==> config.mk <==
export PLATFORM = sky130hd
export DESIGN_NAME = crar_front
export DESIGN_NICKNAME = d
export VERILOG_FILES = /design/src/rtl/core/crar_pkg.sv /design/src/rtl/core/crar_front.sv
export SDC_FILE = /design/constraint.sdc
export NUM_CORES = 1
export LEC_CHECK = 0
export BUFFER_PORTS_ARGS = -buffer_cell sky130_fd_sc_hd__buf_2
export CORE_AREA = 2 2 191 193
export DETAILED_ROUTE_END_ITERATION = 10
export DIE_AREA = 0 0 193 195
export PLACE_DENSITY = 0.76
export SYNTH_ARGS = -nofsm -noshare
export SYNTH_HDL_FRONTEND = slang
export SYNTH_SLANG_ARGS = --single-unit
==> constraint.sdc <==
create_clock -name clk -period 39.6 [get_ports clk]
set_input_delay 7.92 -clock clk [delete_from_list [all_inputs] [get_ports clk]]
set_output_delay 7.92 -clock clk [all_outputs]
set_load 0.005 [all_outputs]
==> src/rtl/core/crar_pkg.sv <==
// Shared types, constants and helpers of the contact row acceleration core.
// No dependencies; imported by the front, back and top level modules.
package crar_pkg;

  localparam int FRAC_BITS = 16;
  localparam int ACC_W     = 63;  // accumulator, holds +-2^60 plus three products
  localparam int OPND_W    = 33;  // multiplier operand, holds the negated minimum
  localparam int WIDE_W    = 2 * OPND_W;

  localparam logic signed [31:0] S32_MAX     = 32'sh7FFF_FFFF;
  localparam logic signed [31:0] S32_MIN     = 32'sh8000_0000;
  localparam logic signed [31:0] ONE_Q       = 32'(64'sd1 << FRAC_BITS);
  localparam logic signed [31:0] CAP_Q       = 32'(64'sd4 << FRAC_BITS);
  localparam int                 SMALL_PEN_I = ((1 << FRAC_BITS) + 500) / 1000;
  localparam logic signed [31:0] SMALL_PEN_Q = 32'(SMALL_PEN_I);
  localparam logic signed [ACC_W-1:0] ACC_LIM = ACC_W'(64'sd1 << 60);

  // configuration register indexes
  localparam logic [1:0] REG_TIME_STEP     = 2'd0;
  localparam logic [1:0] REG_INV_TIME_STEP = 2'd1;
  localparam logic [1:0] REG_PEN_THRESHOLD = 2'd2;

  // input operation and the slot that ends a row
  localparam logic       OP_LOAD      = 1'b0;
  localparam logic [1:0] SLOT_ROW_END = 2'd3;

  // item classes decided by the front end
  typedef logic [1:0] kind_t;
  localparam kind_t K_LOAD = 2'd0;  // store a body velocity vector
  localparam kind_t K_PART = 2'd1;  // accumulate, row continues
  localparam kind_t K_END  = 2'd2;  // accumulate, row ends with a result
  localparam kind_t K_SKIP = 2'd3;  // accumulate, row ends without result

  typedef struct packed {
    kind_t              kind;
    logic [1:0]         slot;
    logic signed [31:0] cx;
    logic signed [31:0] cy;
    logic signed [31:0] cz;
    logic signed [31:0] rest;
    logic signed [31:0] pen;
    logic signed [31:0] stiff;
    logic signed [31:0] daccel;
    logic               normal;
    logic               pen_gt;   // penetration above threshold
  } q_entry_t;

  typedef struct packed {
    logic signed [31:0] ts;
    logic signed [31:0] its;
  } step_cfg_t;

  function automatic logic signed [31:0] sat32(input logic signed [WIDE_W-1:0] v);
    logic signed [31:0] r;
    if (v > WIDE_W'(S32_MAX)) begin
      r = S32_MAX;
    end else if (v < WIDE_W'(S32_MIN)) begin
      r = S32_MIN;
    end else begin
      r = v[31:0];
    end
    return r;
  endfunction

  function automatic logic signed [OPND_W-1:0] sx33(input logic signed [31:0] v);
    return {v[31], v};
  endfunction

endpackage

==> src/rtl/core/crar_front.sv <==
// Front end: accepts items, classifies them and holds them in a two-entry queue.
// Depends on crar_pkg.
module crar_front (
  input  logic                 clk,
  input  logic                 rst_n,
  input  logic                 in_valid,
  output logic                 in_ready,
  input  logic                 in_operation,
  input  logic [1:0]           in_part_index,
  input  logic signed [31:0]   in_comp_x,
  input  logic signed [31:0]   in_comp_y,
  input  logic signed [31:0]   in_comp_z,
  input  logic signed [31:0]   in_restitution,
  input  logic signed [31:0]   in_penetration,
  input  logic signed [31:0]   in_penetration_stiffness,
  input  logic signed [31:0]   in_delta_accel,
  input  logic                 in_is_normal_row,
  input  logic [30:0]          pen_threshold,
  output crar_pkg::q_entry_t   head,
  output logic                 head_valid,
  input  logic                 pop
);
  import crar_pkg::*;

  localparam int QDEPTH = 2;

  q_entry_t   q_mem_r [QDEPTH];
  logic       wr_ptr_r;
  logic       rd_ptr_r;
  logic [1:0] cnt_r;
  q_entry_t   ent;
  logic       push;

  assign in_ready   = (cnt_r != 2'(QDEPTH));
  assign push       = in_valid && in_ready;
  assign head       = q_mem_r[rd_ptr_r];
  assign head_valid = (cnt_r != 2'd0);

  always_comb begin
    ent.slot   = in_part_index;
    ent.cx     = in_comp_x;
    ent.cy     = in_comp_y;
    ent.cz     = in_comp_z;
    ent.rest   = in_restitution;
    ent.pen    = in_penetration;
    ent.stiff  = in_penetration_stiffness;
    ent.daccel = in_delta_accel;
    ent.normal = in_is_normal_row;
    ent.pen_gt = (in_penetration > $signed({1'b0, pen_threshold}));
    if (in_operation == OP_LOAD) begin
      ent.kind = K_LOAD;
    end else if (in_part_index != SLOT_ROW_END) begin
      ent.kind = K_PART;
    end else if (in_restitution[31]) begin
      ent.kind = K_SKIP;
    end else begin
      ent.kind = K_END;
    end
  end

  always_ff @(posedge clk) begin
    if (push) begin
      q_mem_r[wr_ptr_r] <= ent;
    end
  end

  always_ff @(posedge clk) begin
    if (!rst_n) begin
      wr_ptr_r <= 1'b0;
      rd_ptr_r <= 1'b0;
      cnt_r    <= 2'd0;
    end else begin
      if (push) begin
        wr_ptr_r <= ~wr_ptr_r;
      end
      if (pop) begin
        rd_ptr_r <= ~rd_ptr_r;
      end
      case ({push, pop})
        2'b10:   cnt_r <= cnt_r + 2'd1;
        2'b01:   cnt_r <= cnt_r - 2'd1;
        default: cnt_r <= cnt_r;
      endcase
    end
  end

endmodule

=== After elaboration in Yosys (flattened, before gate mapping) ===
Memories as Yosys holds them, arrays and structs flattened. A register that Yosys moved wholly into a read port is not among the register bits.
Cells that the tools add are included.

* RAM bits: 460
* Output and inout bits: 232
* Bits of input ports: 263
* Memories: 1
* Word-level logic and storage cells: 24
* Bits in registers: 4

* Add/subtract/negate cells: 2
* Reductions and logical operators: 3
* Order comparisons: 1
* Multiplexer cells: 8
* Equality and inequality tests: 4
* Bitwise logic cells: 2

{| class="wikitable"
|+ Memory list
! name !! words !! bits a word !! rd ports !! clocked after Yosys merged registers in !! wr ports !! line !! RTL
|-
| q_mem_r || 2 || 230 || 1 || 1 || 1 || crar_front.sv:27 || <nowiki>q_entry_t q_mem_r [QDEPTH];</nowiki>
|}

{| class="wikitable"
|+ Operator list
! cell !! number
|-
| $gt 32x32->1 || 1
|-
| $mux 1 || 5
|-
| $mux 2 || 2
|-
| $ne 2x2->1 const B || 2
|-
| $pmux 2 s2 || 1
|-
| $reduce_bool 2->1 || 2
|-
| $add 2x1->2 const B || 1
|-
| $eq 2x1->1 const B || 1
|-
| $eq 2x2->1 const B || 1
|-
| $not 1->1 || 2
|-
| $sub 2x1->2 const B || 1
|-
| $logic_and 1x1->1 || 1
|}

=== Logic depth before layout (Yosys ltp) ===
* Depth after elaboration: 4
* Mapped depth: 7
* Mapped depth without buffers: 7

=== Worst setup path before layout ===
OpenSTA, ideal clock, no wires.

* Kind: in2reg
* Start point: input in_valid
* End point: register wr_ptr_r
* Library setup time: 103 ps
* Cell stages on the path: 3
* Slack: 21196 ps
* Data required time: 39497 ps
* Arrival: 18301 ps
* Cell sequence: nand2_1 -> nor2_1 -> o21a_1

* Cells in the longest elaborated chain, start to end: 1

{| class="wikitable"
|+ RTL lines
! item !! line !! RTL
|-
| from (decl) || crar_front.sv:6 || <nowiki>input logic in_valid,</nowiki>
|-
| $logic_and 1x1->1 || crar_front.sv:35 || <nowiki>assign push = in_valid && in_ready;</nowiki>
|-
| to (signal assigned) || crar_front.sv:74 || <nowiki>wr_ptr_r <= ~wr_ptr_r;</nowiki>
|-
| to (decl) || crar_front.sv:28 || <nowiki>logic wr_ptr_r;</nowiki>
|}

Every way passes these cells.
A chain may end at the register's enable or synchronous reset.

==> flow_metrics.env <==
export IMPL_register_area_sq_um=13920
export IMPL_maxSlewViolCount=0
export IMPL_swShare_pct=22.67
export IMPL_synth_seq_area_share_pct=79.04
export IMPL_first_iter_violations=432
export IMPL_p_sw_uw=261.1
export IMPL_cp_required_ns=31.68
export IMPL_final_setup_tns_ns=0
export IMPL_fin_skew_ns=0.009625
export IMPL_clockPowerShare_pct=35.3
export IMPL_grt_pass1_vias=10170
export IMPL_path_class="reg2out"
export IMPL_rows=69
export IMPL_fin_nets=1675
export IMPL_cp_arrival_ns=3.41
export IMPL_clk_pin_slew_ns=0.06
export IMPL_power_density_nw_per_um2=52.25
export IMPL_synth_seq_cells=465
export IMPL_wl_per_cell_um=21.09
export IMPL_max_cap_violations=0
export IMPL_status="complete, no violations"
export IMPL_leakage_nw=8.495
export IMPL_synthesis_area_sq_um=17600
export IMPL_final_common_cell="buf_2"
export IMPL_antenna_left=0
export IMPL_cts_max_level=2
export IMPL_die_y_um=195
export IMPL_grt_antenna_before_repair=13
export IMPL_whs_ns=0.5017
export IMPL_dp_hpwl_mm=27.77
export IMPL_vias=9727
export IMPL_numPortBuffers=494
export IMPL_overflow=0
export IMPL_drcViolationCount=0
export IMPL_min_period_ns=11.33
export IMPL_internal_power_uw=890.8
export IMPL_cp_max_fo=71
export IMPL_max_freq_ghz=0.08826
export IMPL_dp_slack_ns=28.79
export IMPL_drive_gt1_share_pct=51.59
export IMPL_grt_pass1_wl_mm=57.33
export IMPL_post_route_util_pct=62.28
export IMPL_yosysWarnings=0
export IMPL_cts_made_buffers=46
export IMPL_setup_viol=0
export IMPL_ctsResizeCount=0
export IMPL_crit_path_start_kind="flip-flop"
export IMPL_die_w_um=193
export IMPL_rsz0062_at_grt="false"
export IMPL_final_hold_viol_count=0
export IMPL_cp_end_kind="primary output"
export IMPL_fillers=2574
export IMPL_dr_pass1_iters=5
export IMPL_num_io_pins=495
export IMPL_syn_inst=854
export IMPL_fp_dieArea_sq_um=37640
export IMPL_cts_tree="built"
export IMPL_min_path_type="reg2reg"
export IMPL_fin_crit_sh_pct=28.61
export IMPL_cts_sinks=465
export IMPL_grt_max_degree=73
export IMPL_via_per_inst=5.160
export IMPL_ir_drop_mv=0.04970
export IMPL_worstMarginPinSlew_ns=1.000
export IMPL_multi_input_area_sq_um=3450
export IMPL_gp_congestion=0.8711
export IMPL_power_mw=1.152
export IMPL_syn_to_final_growth_pct=25.23
export IMPL_wl_mm=39.76
export IMPL_p_seq_share_pct=52.5
export IMPL_clock_path_buffers=3
export IMPL_grt_usage_pct=20.50
export IMPL_synth_nets=1149
export IMPL_cts_setup_buffers=0
export IMPL_setup_slack_ns=28.27
export IMPL_insertion_delay_ns=0.56
export IMPL_relSlewSlack_pct=33.32
export IMPL_core_area_sq_um=35400
export IMPL_layout_common_cells="494 x buf_2, 460 x edfxtp_1, 152 x mux2_2"
export IMPL_initial_utilization_pct=49.73
export IMPL_cts_root_buf="clkbuf_16"
export IMPL_cts_hold_buf=0
export IMPL_syn_avg_cell_area_sq_um=20.61
export IMPL_p_comb_share_pct=12.2
export IMPL_synth_distinct_cells=37
==> cell families (layout without fill, tap and decap cells) <==
kind of cell / Yosys count / in the layout / synth area share, %
buf+inv: 59 / 618 / 1.436
simple gates: 36 / 36 / 1.301
fa+ha+maj: 32 / 32 / 2.274
mux: 230 / 230 / 14.71
xor+xnor: 3 / 3 / 0.1493
other cells: 0 / 11 / 0
compound gates: 29 / 29 / 1.087
flops: 465 / 465 / 79.04
==> area by class of cell <==
class	count	area share, %
repair buffers	504	11.56
clock buffers	57	5.596
well taps	461	2.616
inverters	33	0.5619
multi-input cells	330	15.65
flip-flops and latches	465	63.13
diodes	11	0.1249
clock inverters	24	0.7662
==> per-stage QoR <==
step / std cells / instance area (sq um)
2_1_floorplan: 854 / 17600
3_3_place_gp: 1793 / 20610
6_report: 1885 / 22040
5_1_grt: 1885 / 22040
3_5_place_dp: 1793 / 20610
4_1_cts: 1874 / 22020
==> power groups by stage <==
stage	Sequential, mW	Combinational, mW	Clock [mW]
final	0.605	0.140	0.406
after global routing	0.609	0.154	0.434
after CTS	0.606	0.142	0.415
after global placement	0.614	0.139	0
after floorplan	0.624	0.0727	0
after detailed placement	0.616	0.141	0
==> routing by layer <==
| metal | vias to the layer above | global-route usage, % | wire length [um] |
|---|---|---|---|
| met5 | - | 0 | 22 |
| met4 | 4 | 9.456 | 1392 |
| met3 | 92 | 6.686 | 3789 |
| met2 | 452 | 35.67 | 20130 |
| met1 | 4752 | 22.67 | 14420 |
| li1 | 4427 | - | - |
==> path summary, 6_finish.rpt <==
path	start	cells past startpoint	slack, ns	end
worst min register to register	cnt_r[1]$_SDFFE_PN0P_	2	0.50	cnt_r[1]$_SDFFE_PN0P_
worst max register to register	cnt_r[0]$_SDFFE_PN0P_	4	36.38	q_mem_r[1][215]$_DFFE_PP_
worst max-delay path	flip-flop	4	28.27	head[221]
worst min-delay path	cnt_r[1]$_SDFFE_PN0P_	2	0.50	cnt_r[1]$_SDFFE_PN0P_
==> flip-flops by register name (all words and copies together), names as in the netlist, named ones only <==
signal / flops
q_mem_r: 460
wr_ptr_r: 1
rd_ptr_r: 1
cnt_r: 2
==> synth_stat cells, drive strengths merged <==
master	n	area (sq um)
xnor2	2	17.52
a21o	3	22.52
dfxtp	5	100.1
a211o	1	8.760
nor2b	1	6.260
a21oi	12	60.06
a41oi	2	25.03
nand3b	3	35.03
nand3	3	15.01
xor2	1	8.760
nand4	5	37.53
o21ai	4	20.01
or3	2	12.51
clkbuf	1	3.750
or2	1	6.260
nand2b	1	6.260
o211ai	2	15.01
edfxtp	460	13810
and2	4	25.02
ha	32	400.4
and3	3	18.77
nor2	3	11.26
a21boi	1	7.510
mux2	230	2590
buf	25	125.1
nand2	8	30.03
nor4b	1	15.01
o21a	2	15.01
nor3	1	10.01
a221o	1	10.01
o31ai	1	7.510
inv	33	123.9
==> critical path, cell delays in order (launching register included) <==
cell	delay, ns
dfxtp_4	0.64
buf_4	0.82
buf_4	0.71
mux2_2	0.43
buf_2	0.13
Note: power is estimated with default switching activity, not from simulation.
