<file path="src/rtl/core/crar_pkg.sv">
// Shared types, constants and helpers of the contact row acceleration core.
// No dependencies; imported by the front, back and top level modules.
package crar_pkg;

  localparam int FRAC_BITS = 16;
  localparam int ACC_W     = 63;  // accumulator, holds +-2^60 plus three products
  localparam int OPND_W    = 33;  // multiplier operand, holds the negated minimum
  localparam int WIDE_W    = 2 * OPND_W;

  localparam logic signed [31:0] S32_MAX     = 32'sh7FFF_FFFF;
  localparam logic signed [31:0] S32_MIN     = 32'sh8000_0000;
  localparam logic signed [31:0] ONE_Q       = 32'(64'sd1 << FRAC_BITS);
  localparam logic signed [31:0] CAP_Q       = 32'(64'sd4 << FRAC_BITS);
  localparam int                 SMALL_PEN_I = ((1 << FRAC_BITS) + 500) / 1000;
  localparam logic signed [31:0] SMALL_PEN_Q = 32'(SMALL_PEN_I);
  localparam logic signed [ACC_W-1:0] ACC_LIM = ACC_W'(64'sd1 << 60);

  // configuration register indexes
  localparam logic [1:0] REG_TIME_STEP     = 2'd0;
  localparam logic [1:0] REG_INV_TIME_STEP = 2'd1;
  localparam logic [1:0] REG_PEN_THRESHOLD = 2'd2;

  // input operation and the slot that ends a row
  localparam logic       OP_LOAD      = 1'b0;
  localparam logic [1:0] SLOT_ROW_END = 2'd3;

  // item classes decided by the front end
  typedef logic [1:0] kind_t;
  localparam kind_t K_LOAD = 2'd0;  // store a body velocity vector
  localparam kind_t K_PART = 2'd1;  // accumulate, row continues
  localparam kind_t K_END  = 2'd2;  // accumulate, row ends with a result
  localparam kind_t K_SKIP = 2'd3;  // accumulate, row ends without result

  typedef struct packed {
    kind_t              kind;
    logic [1:0]         slot;
    logic signed [31:0] cx;
    logic signed [31:0] cy;
    logic signed [31:0] cz;
    logic signed [31:0] rest;
    logic signed [31:0] pen;
    logic signed [31:0] stiff;
    logic signed [31:0] daccel;
    logic               normal;
    logic               pen_gt;   // penetration above threshold
  } q_entry_t;

  typedef struct packed {
    logic signed [31:0] ts;
    logic signed [31:0] its;
  } step_cfg_t;

  function automatic logic signed [31:0] sat32(input logic signed [WIDE_W-1:0] v);
    logic signed [31:0] r;
    if (v > WIDE_W'(S32_MAX)) begin
      r = S32_MAX;
    end else if (v < WIDE_W'(S32_MIN)) begin
      r = S32_MIN;
    end else begin
      r = v[31:0];
    end
    return r;
  endfunction

  function automatic logic signed [OPND_W-1:0] sx33(input logic signed [31:0] v);
    return {v[31], v};
  endfunction

endpackage

</file>
<file path="src/rtl/core/crar_back.sv">
// Back end: velocity store, dot-product accumulator and the row-end scalar sequence,
// all on one shared 33x33 multiplier, plus the result register. Depends on crar_pkg.
module crar_back (
  input  logic                 clk,
  input  logic                 rst_n,
  input  crar_pkg::q_entry_t   head,
  input  logic                 head_valid,
  output logic                 pop,
  input  crar_pkg::step_cfg_t  step_cfg,
  output logic                 out_valid,
  input  logic                 out_ready,
  output logic signed [31:0]   out_coordinate_accel,
  output logic signed [31:0]   out_new_penetration
);
  import crar_pkg::*;

  localparam logic [3:0] ST_IDLE = 4'd0;
  localparam logic [3:0] ST_MY   = 4'd1;
  localparam logic [3:0] ST_MZ   = 4'd2;
  localparam logic [3:0] ST_MEND = 4'd3;
  localparam logic [3:0] ST_C1   = 4'd4;
  localparam logic [3:0] ST_C2   = 4'd5;
  localparam logic [3:0] ST_C3   = 4'd6;
  localparam logic [3:0] ST_C4   = 4'd7;
  localparam logic [3:0] ST_PV   = 4'd8;
  localparam logic [3:0] ST_PV2  = 4'd9;
  localparam logic [3:0] ST_F    = 4'd10;
  localparam logic [3:0] ST_F2   = 4'd11;
  localparam logic [3:0] ST_O    = 4'd12;
  localparam logic [3:0] ST_O2   = 4'd13;

  logic [3:0]                st_r;
  q_entry_t                  ent_r;
  logic signed [31:0]        vx_r [4];
  logic signed [31:0]        vy_r [4];
  logic signed [31:0]        vz_r [4];
  logic signed [ACC_W-1:0]   acc_r;
  logic signed [WIDE_W-1:0]  prod_r;
  logic signed [31:0]        vrel_r;
  logic signed [31:0]        pen_r;
  logic signed [31:0]        corr_r;
  logic signed [31:0]        penvel_r;
  logic                      out_valid_r;
  logic signed [31:0]        out_ca_r;
  logic signed [31:0]        out_pen_r;

  logic signed [OPND_W-1:0]  mul_a;
  logic signed [OPND_W-1:0]  mul_b;
  logic signed [WIDE_W-1:0]  mul_p;
  logic signed [WIDE_W-1:0]  fl;
  logic signed [ACC_W-1:0]   acc_sum;
  logic signed [ACC_W-1:0]   acc_clamp;
  logic                      vrel_pos;
  logic signed [OPND_W-1:0]  fsum;
  logic signed [31:0]        factor;
  logic signed [WIDE_W-1:0]  pdiff;
  logic signed [31:0]        corr_c;
  logic signed [31:0]        corr8;
  logic signed [WIDE_W-1:0]  vsum;
  logic signed [31:0]        vcap;
  logic signed [31:0]        ca_val;
  logic                      out_free;

  assign out_valid            = out_valid_r;
  assign out_coordinate_accel = out_ca_r;
  assign out_new_penetration  = out_pen_r;
  assign pop                  = (st_r == ST_IDLE) && head_valid;
  assign out_free             = !out_valid_r || out_ready;

  // products are floored by the arithmetic shift
  assign fl       = prod_r >>> FRAC_BITS;
  assign vrel_pos = (vrel_r > 32'sd0);

  always_comb begin
    acc_sum = acc_r + $signed(fl[ACC_W-1:0]);
    if (acc_sum > ACC_LIM) begin
      acc_clamp = ACC_LIM;
    end else if (acc_sum < -ACC_LIM) begin
      acc_clamp = -ACC_LIM;
    end else begin
      acc_clamp = acc_sum;
    end

    fsum = sx33(ent_r.rest) + sx33(ONE_Q);
    if (vrel_pos) begin
      factor = ONE_Q;
    end else if (fsum > sx33(S32_MAX)) begin
      factor = S32_MAX;
    end else begin
      factor = fsum[31:0];
    end

    pdiff  = WIDE_W'(pen_r) - fl;
    corr_c = sat32(fl);
    corr8  = sat32(WIDE_W'(corr_c) <<< 3);
    vsum   = WIDE_W'(sat32(fl)) + WIDE_W'(penvel_r);
    vcap   = (vsum > WIDE_W'(CAP_Q)) ? CAP_Q : sat32(vsum);
    ca_val = sat32(WIDE_W'(ent_r.daccel) - fl);
  end

  // operand select for the shared multiplier
  always_comb begin
    case (st_r)
      ST_IDLE: begin
        mul_a = sx33(head.cx);
        mul_b = sx33(vx_r[head.slot]);
      end
      ST_MY: begin
        mul_a = sx33(ent_r.cy);
        mul_b = sx33(vy_r[ent_r.slot]);
      end
      ST_MZ: begin
        mul_a = sx33(ent_r.cz);
        mul_b = sx33(vz_r[ent_r.slot]);
      end
      ST_C1: begin
        mul_a = vrel_pos ? sx33(vrel_r) : -sx33(vrel_r);
        mul_b = sx33(step_cfg.ts);
      end
      ST_C3: begin
        mul_a = sx33(corr_r);
        mul_b = sx33(ent_r.rest);
      end
      ST_PV: begin
        mul_a = sx33(pen_r);
        mul_b = sx33(ent_r.stiff);
      end
      ST_F: begin
        mul_a = sx33(vrel_r);
        mul_b = sx33(factor);
      end
      default: begin
        mul_a = sx33(vrel_r);
        mul_b = sx33(step_cfg.its);
      end
    endcase
  end

  assign mul_p = WIDE_W'(mul_a) * WIDE_W'(mul_b);

  // datapath registers without reset
  always_ff @(posedge clk) begin
    if (st_r != ST_O2) begin
      prod_r <= mul_p;
    end
    if (pop) begin
      ent_r <= head;
    end
    case (st_r)
      ST_MEND: begin
        vrel_r   <= sat32(WIDE_W'(acc_clamp));
        pen_r    <= ent_r.pen;
        penvel_r <= 32'sd0;
      end
      ST_C2: begin
        if (vrel_pos) begin
          pen_r <= (pdiff < 0) ? 32'sd0 : pdiff[31:0];
        end else begin
          corr_r <= sat32(fl);
        end
      end
      ST_C4: begin
        if (corr8 > pen_r) begin
          pen_r <= SMALL_PEN_Q;
        end
      end
      ST_PV2: penvel_r <= sat32(-fl);
      ST_F2:  vrel_r   <= vcap;
      ST_O2: begin
        if (out_free) begin
          out_ca_r  <= ca_val;
          out_pen_r <= pen_r;
        end
      end
      default: ;
    endcase
  end

  always_ff @(posedge clk) begin
    if (!rst_n) begin
      st_r        <= ST_IDLE;
      acc_r       <= '0;
      out_valid_r <= 1'b0;
      for (int i = 0; i < 4; i++) begin
        vx_r[i] <= '0;
        vy_r[i] <= '0;
        vz_r[i] <= '0;
      end
    end else begin
      // load a new result, or drop the one the receiver took
      if ((st_r == ST_O2) && out_free) begin
        out_valid_r <= 1'b1;
      end else if (out_ready) begin
        out_valid_r <= 1'b0;
      end
      case (st_r)
        ST_IDLE: begin
          if (head_valid) begin
            if (head.kind == K_LOAD) begin
              vx_r[head.slot] <= head.cx;
              vy_r[head.slot] <= head.cy;
              vz_r[head.slot] <= head.cz;
            end else begin
              st_r <= ST_MY;
            end
          end
        end
        ST_MY: begin
          acc_r <= acc_sum;
          st_r  <= ST_MZ;
        end
        ST_MZ: begin
          acc_r <= acc_sum;
          st_r  <= ST_MEND;
        end
        ST_MEND: begin
          if (ent_r.kind == K_PART) begin
            acc_r <= acc_clamp;
            st_r  <= ST_IDLE;
          end else begin
            // row ends: clear the accumulator also for a skipped row
            acc_r <= '0;
            if (ent_r.kind == K_SKIP) begin
              st_r <= ST_IDLE;
            end else if (!ent_r.normal) begin
              st_r <= ST_O;
            end else if (ent_r.pen_gt) begin
              st_r <= ST_C1;
            end else begin
              st_r <= ST_F;
            end
          end
        end
        ST_C1: st_r <= ST_C2;
        ST_C2: st_r <= vrel_pos ? ST_PV : ST_C3;
        ST_C3: st_r <= ST_C4;
        ST_C4: st_r <= ST_PV;
        ST_PV: st_r <= ST_PV2;
        ST_PV2: st_r <= ST_F;
        ST_F:  st_r <= ST_F2;
        ST_F2: st_r <= ST_O;
        ST_O:  st_r <= ST_O2;
        ST_O2: begin
          // hold until the result register is free
          if (out_free) begin
            st_r <= ST_IDLE;
          end
        end
        default: st_r <= ST_IDLE;
      endcase
    end
  end

endmodule

</file>
<file path="config.mk">
export PLATFORM = sky130hd
export DESIGN_NAME = crar_back
export DESIGN_NICKNAME = d
export VERILOG_FILES = /design/src/rtl/core/crar_pkg.sv /design/src/rtl/core/crar_back.sv
export SDC_FILE = /design/constraint.sdc
export NUM_CORES = 2
export LEC_CHECK = 0
export BUFFER_PORTS_ARGS = -buffer_cell sky130_fd_sc_hd__buf_2
export CAP_MARGIN = 20
export CORE_ASPECT_RATIO = 1.2
export CORE_MARGIN = 10
export CORE_UTILIZATION = 69
export DETAILED_ROUTE_END_ITERATION = 16
export GPL_ROUTABILITY_DRIVEN = 0
export PLACE_DENSITY_LB_ADDON = 0.12
export SLEW_MARGIN = 20
export SYNTH_ARGS = -nofsm -noshare
export SYNTH_HDL_FRONTEND = slang
export SYNTH_SLANG_ARGS = --single-unit
</file>
<file path="constraint.sdc">
create_clock -name clk -period 31.3 [get_ports clk]
set_input_delay 1.565 -clock clk [delete_from_list [all_inputs] [get_ports clk]]
set_output_delay 1.565 -clock clk [all_outputs]
set_load 0.01 [all_outputs]
</file>
Word level (Yosys, flattened, before mapping)
Memory sizes are Yosys's and may differ from the RTL's. A register that Yosys moved wholly into a read port is not among the register bits.
Cells that the tools add are included.
{ "classes": {"n_addsub": 7, "eq_ne": 21, "multipliers": 1, "bitwise": 1, "n_reduce_logical": 19, "n_mux": 55, "magnitude_cmp": 19} }
{ "ops": {"columns": ["op", "count"], "rows": [
  ["$mux 32", 20],
  ["$pmux 33 s7", 1],
  ["$pmux 33 s6", 1],
  ["$mux 63", 3],
  ["$pmux 32 s2", 2],
  ["$pmux 63 s2", 1],
  ["$sub 32x50->51", 2],
  ["$pmux 32 s3", 1],
  ["$reduce_or 32->1", 3],
  ["$gt 33x32->1 const B", 2],
  ["$gt 66x32->1 const B", 1],
  ["$lt 66x32->1 const B", 1],
  ["$mul 33x33->66", 1],
  ["$neg 50->66", 1],
  ["$add 63x50->63", 1],
  ["$gt 63x32->1 const B", 1],
  ["$gt 63x62->1 const B", 1],
  ["$lt 63x32->1 const B", 1],
  ["$lt 63x61->1 const B", 1],
  ["$pmux 4 s14", 1],
  ["$gt 51x32->1 const B", 1],
  ["$lt 51x1->1 const B", 1],
  ["$lt 51x32->1 const B", 1],
  ["$gt 50x32->1 const B", 1],
  ["other kinds (33)", 73]
]} }
{ "word_totals": {"register_bits": 524, "elab_cells": 146, "mem_bits_rw": 384, "out_inout_bits": 66, "mem_count": 3, "in_bits": 298} }
{ "mem_list": {"columns": ["name", "depth", "width", "read_ports", "rd_clocked_by_memory_dff", "wr", "line_no", "rtl"], "rows": [
  ["vx_r", 4, 32, 1, 0, 4, "crar_back.sv:34", "logic signed [31:0] vx_r [4];"],
  ["vy_r", 4, 32, 1, 1, 4, "crar_back.sv:35", "logic signed [31:0] vy_r [4];"],
  ["vz_r", 4, 32, 1, 1, 4, "crar_back.sv:36", "logic signed [31:0] vz_r [4];"]
]} }

Longest topological paths before layout
{ "depth": {"word_depth": 9, "depth_mapped": 45, "depth_no_buf": 40} }

Worst setup path before layout
OpenSTA, ideal clock, no wires.
{ "synth_path": {"path_kind": "input to register", "startpoint": "input port head[226] in the netlist's numbering", "endpoint": "register prod_r[64], data pin", "setup_ns": 0.262, "required_time_ns": 31.038, "n_path_buf": 3, "arrival_time_ns": 11.766, "path_stages": 33, "path_slack_ns": 19.272, "path_cell_list": "clkbuf_1 -> buf_1 -> clkbuf_1 -> mux4_2 -> a21oi_1 -> a31oi_1 -> and2_1 -> fa_1 -> inv_1 -> fa_1 -> inv_1 -> fa_1 -> inv_1 -> fa_1 -> inv_1 -> fa_1 -> fa_1 -> fa_1 -> inv_1 -> fa_1 -> inv_1 -> ha_1 -> a21o_1 -> a21o_1 -> a21oi_1 -> o21ai_0 -> a21oi_1 -> o21bai_1 -> a21oi_1 -> a21oi_1 -> o41ai_1 -> o21bai_1 -> xor2_1"} }
{ "synth_between": {"elab_chain_cells": 3} }
{ "synth_rtl": {"columns": ["item", "line_no", "rtl"], "rows": [
  ["start, declared", "crar_back.sv:6", "input crar_pkg::q_entry_t head,"],
  ["$mem_v2 4x32", null, null],
  ["$pmux 33 s7", "crar_back.sv:103", "case (st_r)"],
  ["$mul 33x33->66", "crar_back.sv:139", "assign mul_p = WIDE_W'(mul_a) * WIDE_W'(mul_b);"],
  ["named net mul_p[64]", "crar_back.sv:49", "logic signed [WIDE_W-1:0] mul_p;"],
  ["end signal, assigned", "crar_back.sv:144", "prod_r <= mul_p;"],
  ["end, declared", "crar_back.sv:38", "logic signed [WIDE_W-1:0] prod_r;"]
]} }
The timed path passes the listed nets, and every way through them passes these cells.
A chain may end at the register's enable or synchronous reset.

Final worst setup path
{ "layout_path": {"startpoint": "register ent_r[114] in the netlist's numbering", "endpoint": "register prod_r[64], data pin"} }
{ "layout_between": {"elab_chain_cells": 6} }
{ "layout_rtl": {"columns": ["item", "line_no", "rtl"], "rows": [
  ["start, declared", "crar_back.sv:33", "q_entry_t ent_r;"],
  ["start signal, assigned", "crar_back.sv:147", "ent_r <= head;"],
  ["$add 32x18->33", "crar_back.sv:84", "fsum = sx33(ent_r.rest) + sx33(ONE_Q);"],
  ["$gt 33x32->1", "crar_back.sv:87", "end else if (fsum > sx33(S32_MAX)) begin"],
  ["$mux 32", "crar_back.sv:87", null],
  ["$mux 32", "crar_back.sv:85", "if (vrel_pos) begin"],
  ["$pmux 33 s7 (*)", "crar_back.sv:103", null],
  ["$mul 33x33->66 (*)", "crar_back.sv:139", null],
  ["named net mul_p[64]", "crar_back.sv:49", null]
]} }
The timed path passes the listed nets; every way through them passes the cells marked *.

==> impl_metrics.tcl <==
set metrics [dict create \
    cts_buffer_depth 3 \
    antenna_found_initial 46 \
    dp_hpwl_um 225000 \
    syn_inst 9031 \
    ys_ff_latch 894 \
    cp.arrival_ps 13250 \
    die-area_mm2 0.145 \
    start_kind "flop" \
    cap_violations 0 \
    nets 11049 \
    viasPerCell 6.74 \
    yosys.cell_types.count 99 \
    final.setup.tns_ps 0 \
    cp_slowest_cell "fa_1" \
    max_freq_mhz 78.1 \
    critPathMaxFanout 33 \
    required_ps 31750 \
    syn2layout_area_growth_pct 7.72 \
    antenna_left 0 \
    setup_viol 0 \
    h-tree-depth 3 \
    wl_per_cell_um 27.9 \
    async_reset_ff_share_pct 0 \
    rsz0062_at_grt "no" \
    numCtsBuffers 91 \
    port_buffers 363 \
    drt_pass1_iterations 9 \
    dpl.cell_count 10758 \
    syn_avg_cell_area_um2 9.96 \
    outcome "complete, no violations" \
    worstSetupPathType "reg -> reg" \
    tightest_slew_ps 1260 \
    grt_pass1_wl_um 460000 \
    synth_area_mm2 0.0899 \
    ys.flop_type "edfxtp_1" \
    synth_nets 10919 \
    hold_path.class "reg -> reg" \
    crit_family "adder cells" \
    fp.dieH_um 415 \
    grt_max_degree 146 \
    cp_slowest_stage_delay_ps 850 \
    cp-end-kind "flop" \
    vias 73867 \
    final_cells 10962 \
    cts_resized 0 \
    cts-hold-fix-buffers 0 \
    setup_slack_ps 18500 \
    start_util_pct 69.2 \
    ys_warn_count 0 \
    post_cts_buffers 0 \
    core-area_mm2 0.130 \
    critPathBufInv 7 \
    num_rows 145 \
    cts.clk_slew.worst_paths_ps 60 \
    ys_seq_area_share_pct 29.1 \
    synth_edf_count 824 \
    relSlewSlack_pct 15.2 \
    finalCritPeriodShare_pct 40.9 \
    hold_ws_ps 474 \
    fin_skew_ps 44.1 \
    wl_um 306000 \
    layout-drive-gt1-share_pct 9.52 \
    cts_tree "yes" \
    cpMostUsedCell "fa_1" \
    grt.overflow.total 0 \
    clock-sinks 894 \
    grt_pass1_vias 75487 \
    slew_violations 0 \
    die_w_um 350 \
    clkLatencyLatePin_ps 720 \
    cts-root-buf "clkbuf_16" \
    io_pins 364 \
    min_period_ps 12800 \
    place_ws_ps 18330 \
    remaining_drc_errors 0 \
    drt-initial-drc-count 9665 \
    grt_use_total_pct 42.1 \
    finalHoldViolCount 0 \
]
worst paths after layout:
| path | start | depth (start not counted) | end | slack (ps) |
|---|---|---|---|---|
| setup / recovery | ent_r[114] | 39 | prod_r[64] | 18500 |
| hold reg to reg | acc_r[0] | 2 | acc_r[0] | 470 |
| hold / removal | acc_r[0] | 2 | acc_r[0] | 470 |
| setup reg to reg | ent_r[114] | 39 | prod_r[64] | 18500 |
cells in the final DEF (no fill, tap or decap), drive strengths merged, types with 34 or more instances in the layout:
master | synthesis | final
o21ai | 311 | 311
a22oi | 76 | 76
diode | 0 | 37
and3 | 168 | 168
inv | 1409 | 1411
nand2b | 101 | 101
ha | 441 | 441
nor3 | 109 | 109
a32o | 73 | 73
nor4 | 34 | 34
nand2 | 952 | 952
mux4 | 96 | 96
o21a | 75 | 75
nor2 | 648 | 648
nand4 | 117 | 117
and2 | 344 | 344
or3 | 43 | 43
o211ai | 35 | 35
nor2b | 81 | 81
clkinv | 0 | 44
xnor2 | 154 | 154
a31oi | 51 | 51
fa | 1149 | 1149
a211oi | 35 | 35
clkbuf | 434 | 107
o21bai | 37 | 37
a21o | 134 | 134
nand3 | 108 | 108
a21oi | 354 | 354
edfxtp | 824 | 824
xor2 | 77 | 77
dfxtp | 70 | 70
buf | 42 | 513
through the flow:
stage	util (%)	cell area, um2
final	74.6	96800
after global routing	74.5	96800
after CTS	74.5	96700
after detailed placement	72.1	93700
after global placement	72.1	93700
after floorplan	-	89900
layer usage:
layer / part of all wire (%) / routed length, um / up-vias / global-route usage, %
li1: - / - / 30565 / -
met2: 43 / 133000 / 5781 / 62.3
met4: 10 / 30600 / 22 / 33.1
met3: 15 / 46400 / 1605 / 14.7
met1: 31 / 95600 / 35894 / 50.1
met5: 0.046 / 140 / - / 0.0334
logic make-up after synthesis:
kind of cell	count (synthesis)	synth area share [%]
xor gates and xnor gates	231	2.25
buffers and inverters	1885	7.92
adders and majority gates	1604	31.9
DFF	894	29.1
AOI/OAI and AO/OA	1473	11.1
and+or+nand+nor	2823	15.1
muxes	121	2.69
cell usage after synthesis, types with 12 or more instances:
master    count  area share [%]
inv_1      1409             5.9
fa_1       1149              26
nand2_1     951             4.0
edfxtp_1    824              28
nor2_1      648             2.7
ha_1        441             6.1
clkbuf_1    433             1.8
a21oi_1     353             2.0
and2_1      343             2.4
o21ai_0     301             1.7
and3_1      168             1.2
xnor2_1     154             1.5
a21o_1      134             1.1
nand4_1     117            0.81
nand3_1     108            0.60
nor3_1      108            0.60
nand2b_1    101            0.70
mux4_2       96             2.4
nor2b_1      81            0.56
xor2_1       77            0.75
a22oi_1      76            0.63
o21a_1       75            0.63
a32o_1       73            0.81
dfxtp_1      70             1.6
a31oi_1      51            0.35
or3_1        42            0.29
o21bai_1     37            0.31
a211oi_1     35            0.29
nor4_1       34            0.24
a222oi_1     30            0.33
o221ai_1     30            0.29
buf_1        27            0.11
o211ai_1     27            0.23
or4_1        26            0.22
o22ai_1      25            0.17
or2_2        24            0.17
o31ai_1      22            0.18
and4_1       20            0.19
a22o_1       19            0.19
mux2i_1      19            0.21
a21boi_0     17            0.14
a211o_1      16            0.16
a221oi_1     14            0.14
maj3_1       14            0.16
nor4b_1      12            0.12
worst reg2reg max path: cells and delay by family, from the launching register on:
family	cells	cell delay, ps
fa+ha+maj	10	5340
compound gates	13	2700
buf+inv	7	1870
simple gates	7	1550
flops	1	680
xor+xnor	2	390
area by class of cell:
type	instances	area [um2]
fill	8966	33100
inverter	1409	5300
clock buffer	107	2360
antenna	37	92.6
sequential	894	26200
tap	1690	2110
timing repair buffer	513	2950
clock inverter	60	664
multi-input combinational	6252	57200
flip-flops by register name, indices dropped and copies added, names as in the netlist, named ones only:
name,count
ent_r,198
vx_r,128
vy_r,128
vz_r,128
acc_r,63
prod_r,50
corr_r,32
out_coordinate_accel,32
out_new_penetration,32
pen_r,32
penvel_r,32
vrel_r,32
st_r,4
out_valid,1
Power is left out: the tool's default activity adds up to more than one toggle a clock period on the data nets, which glitch-free logic cannot reach.
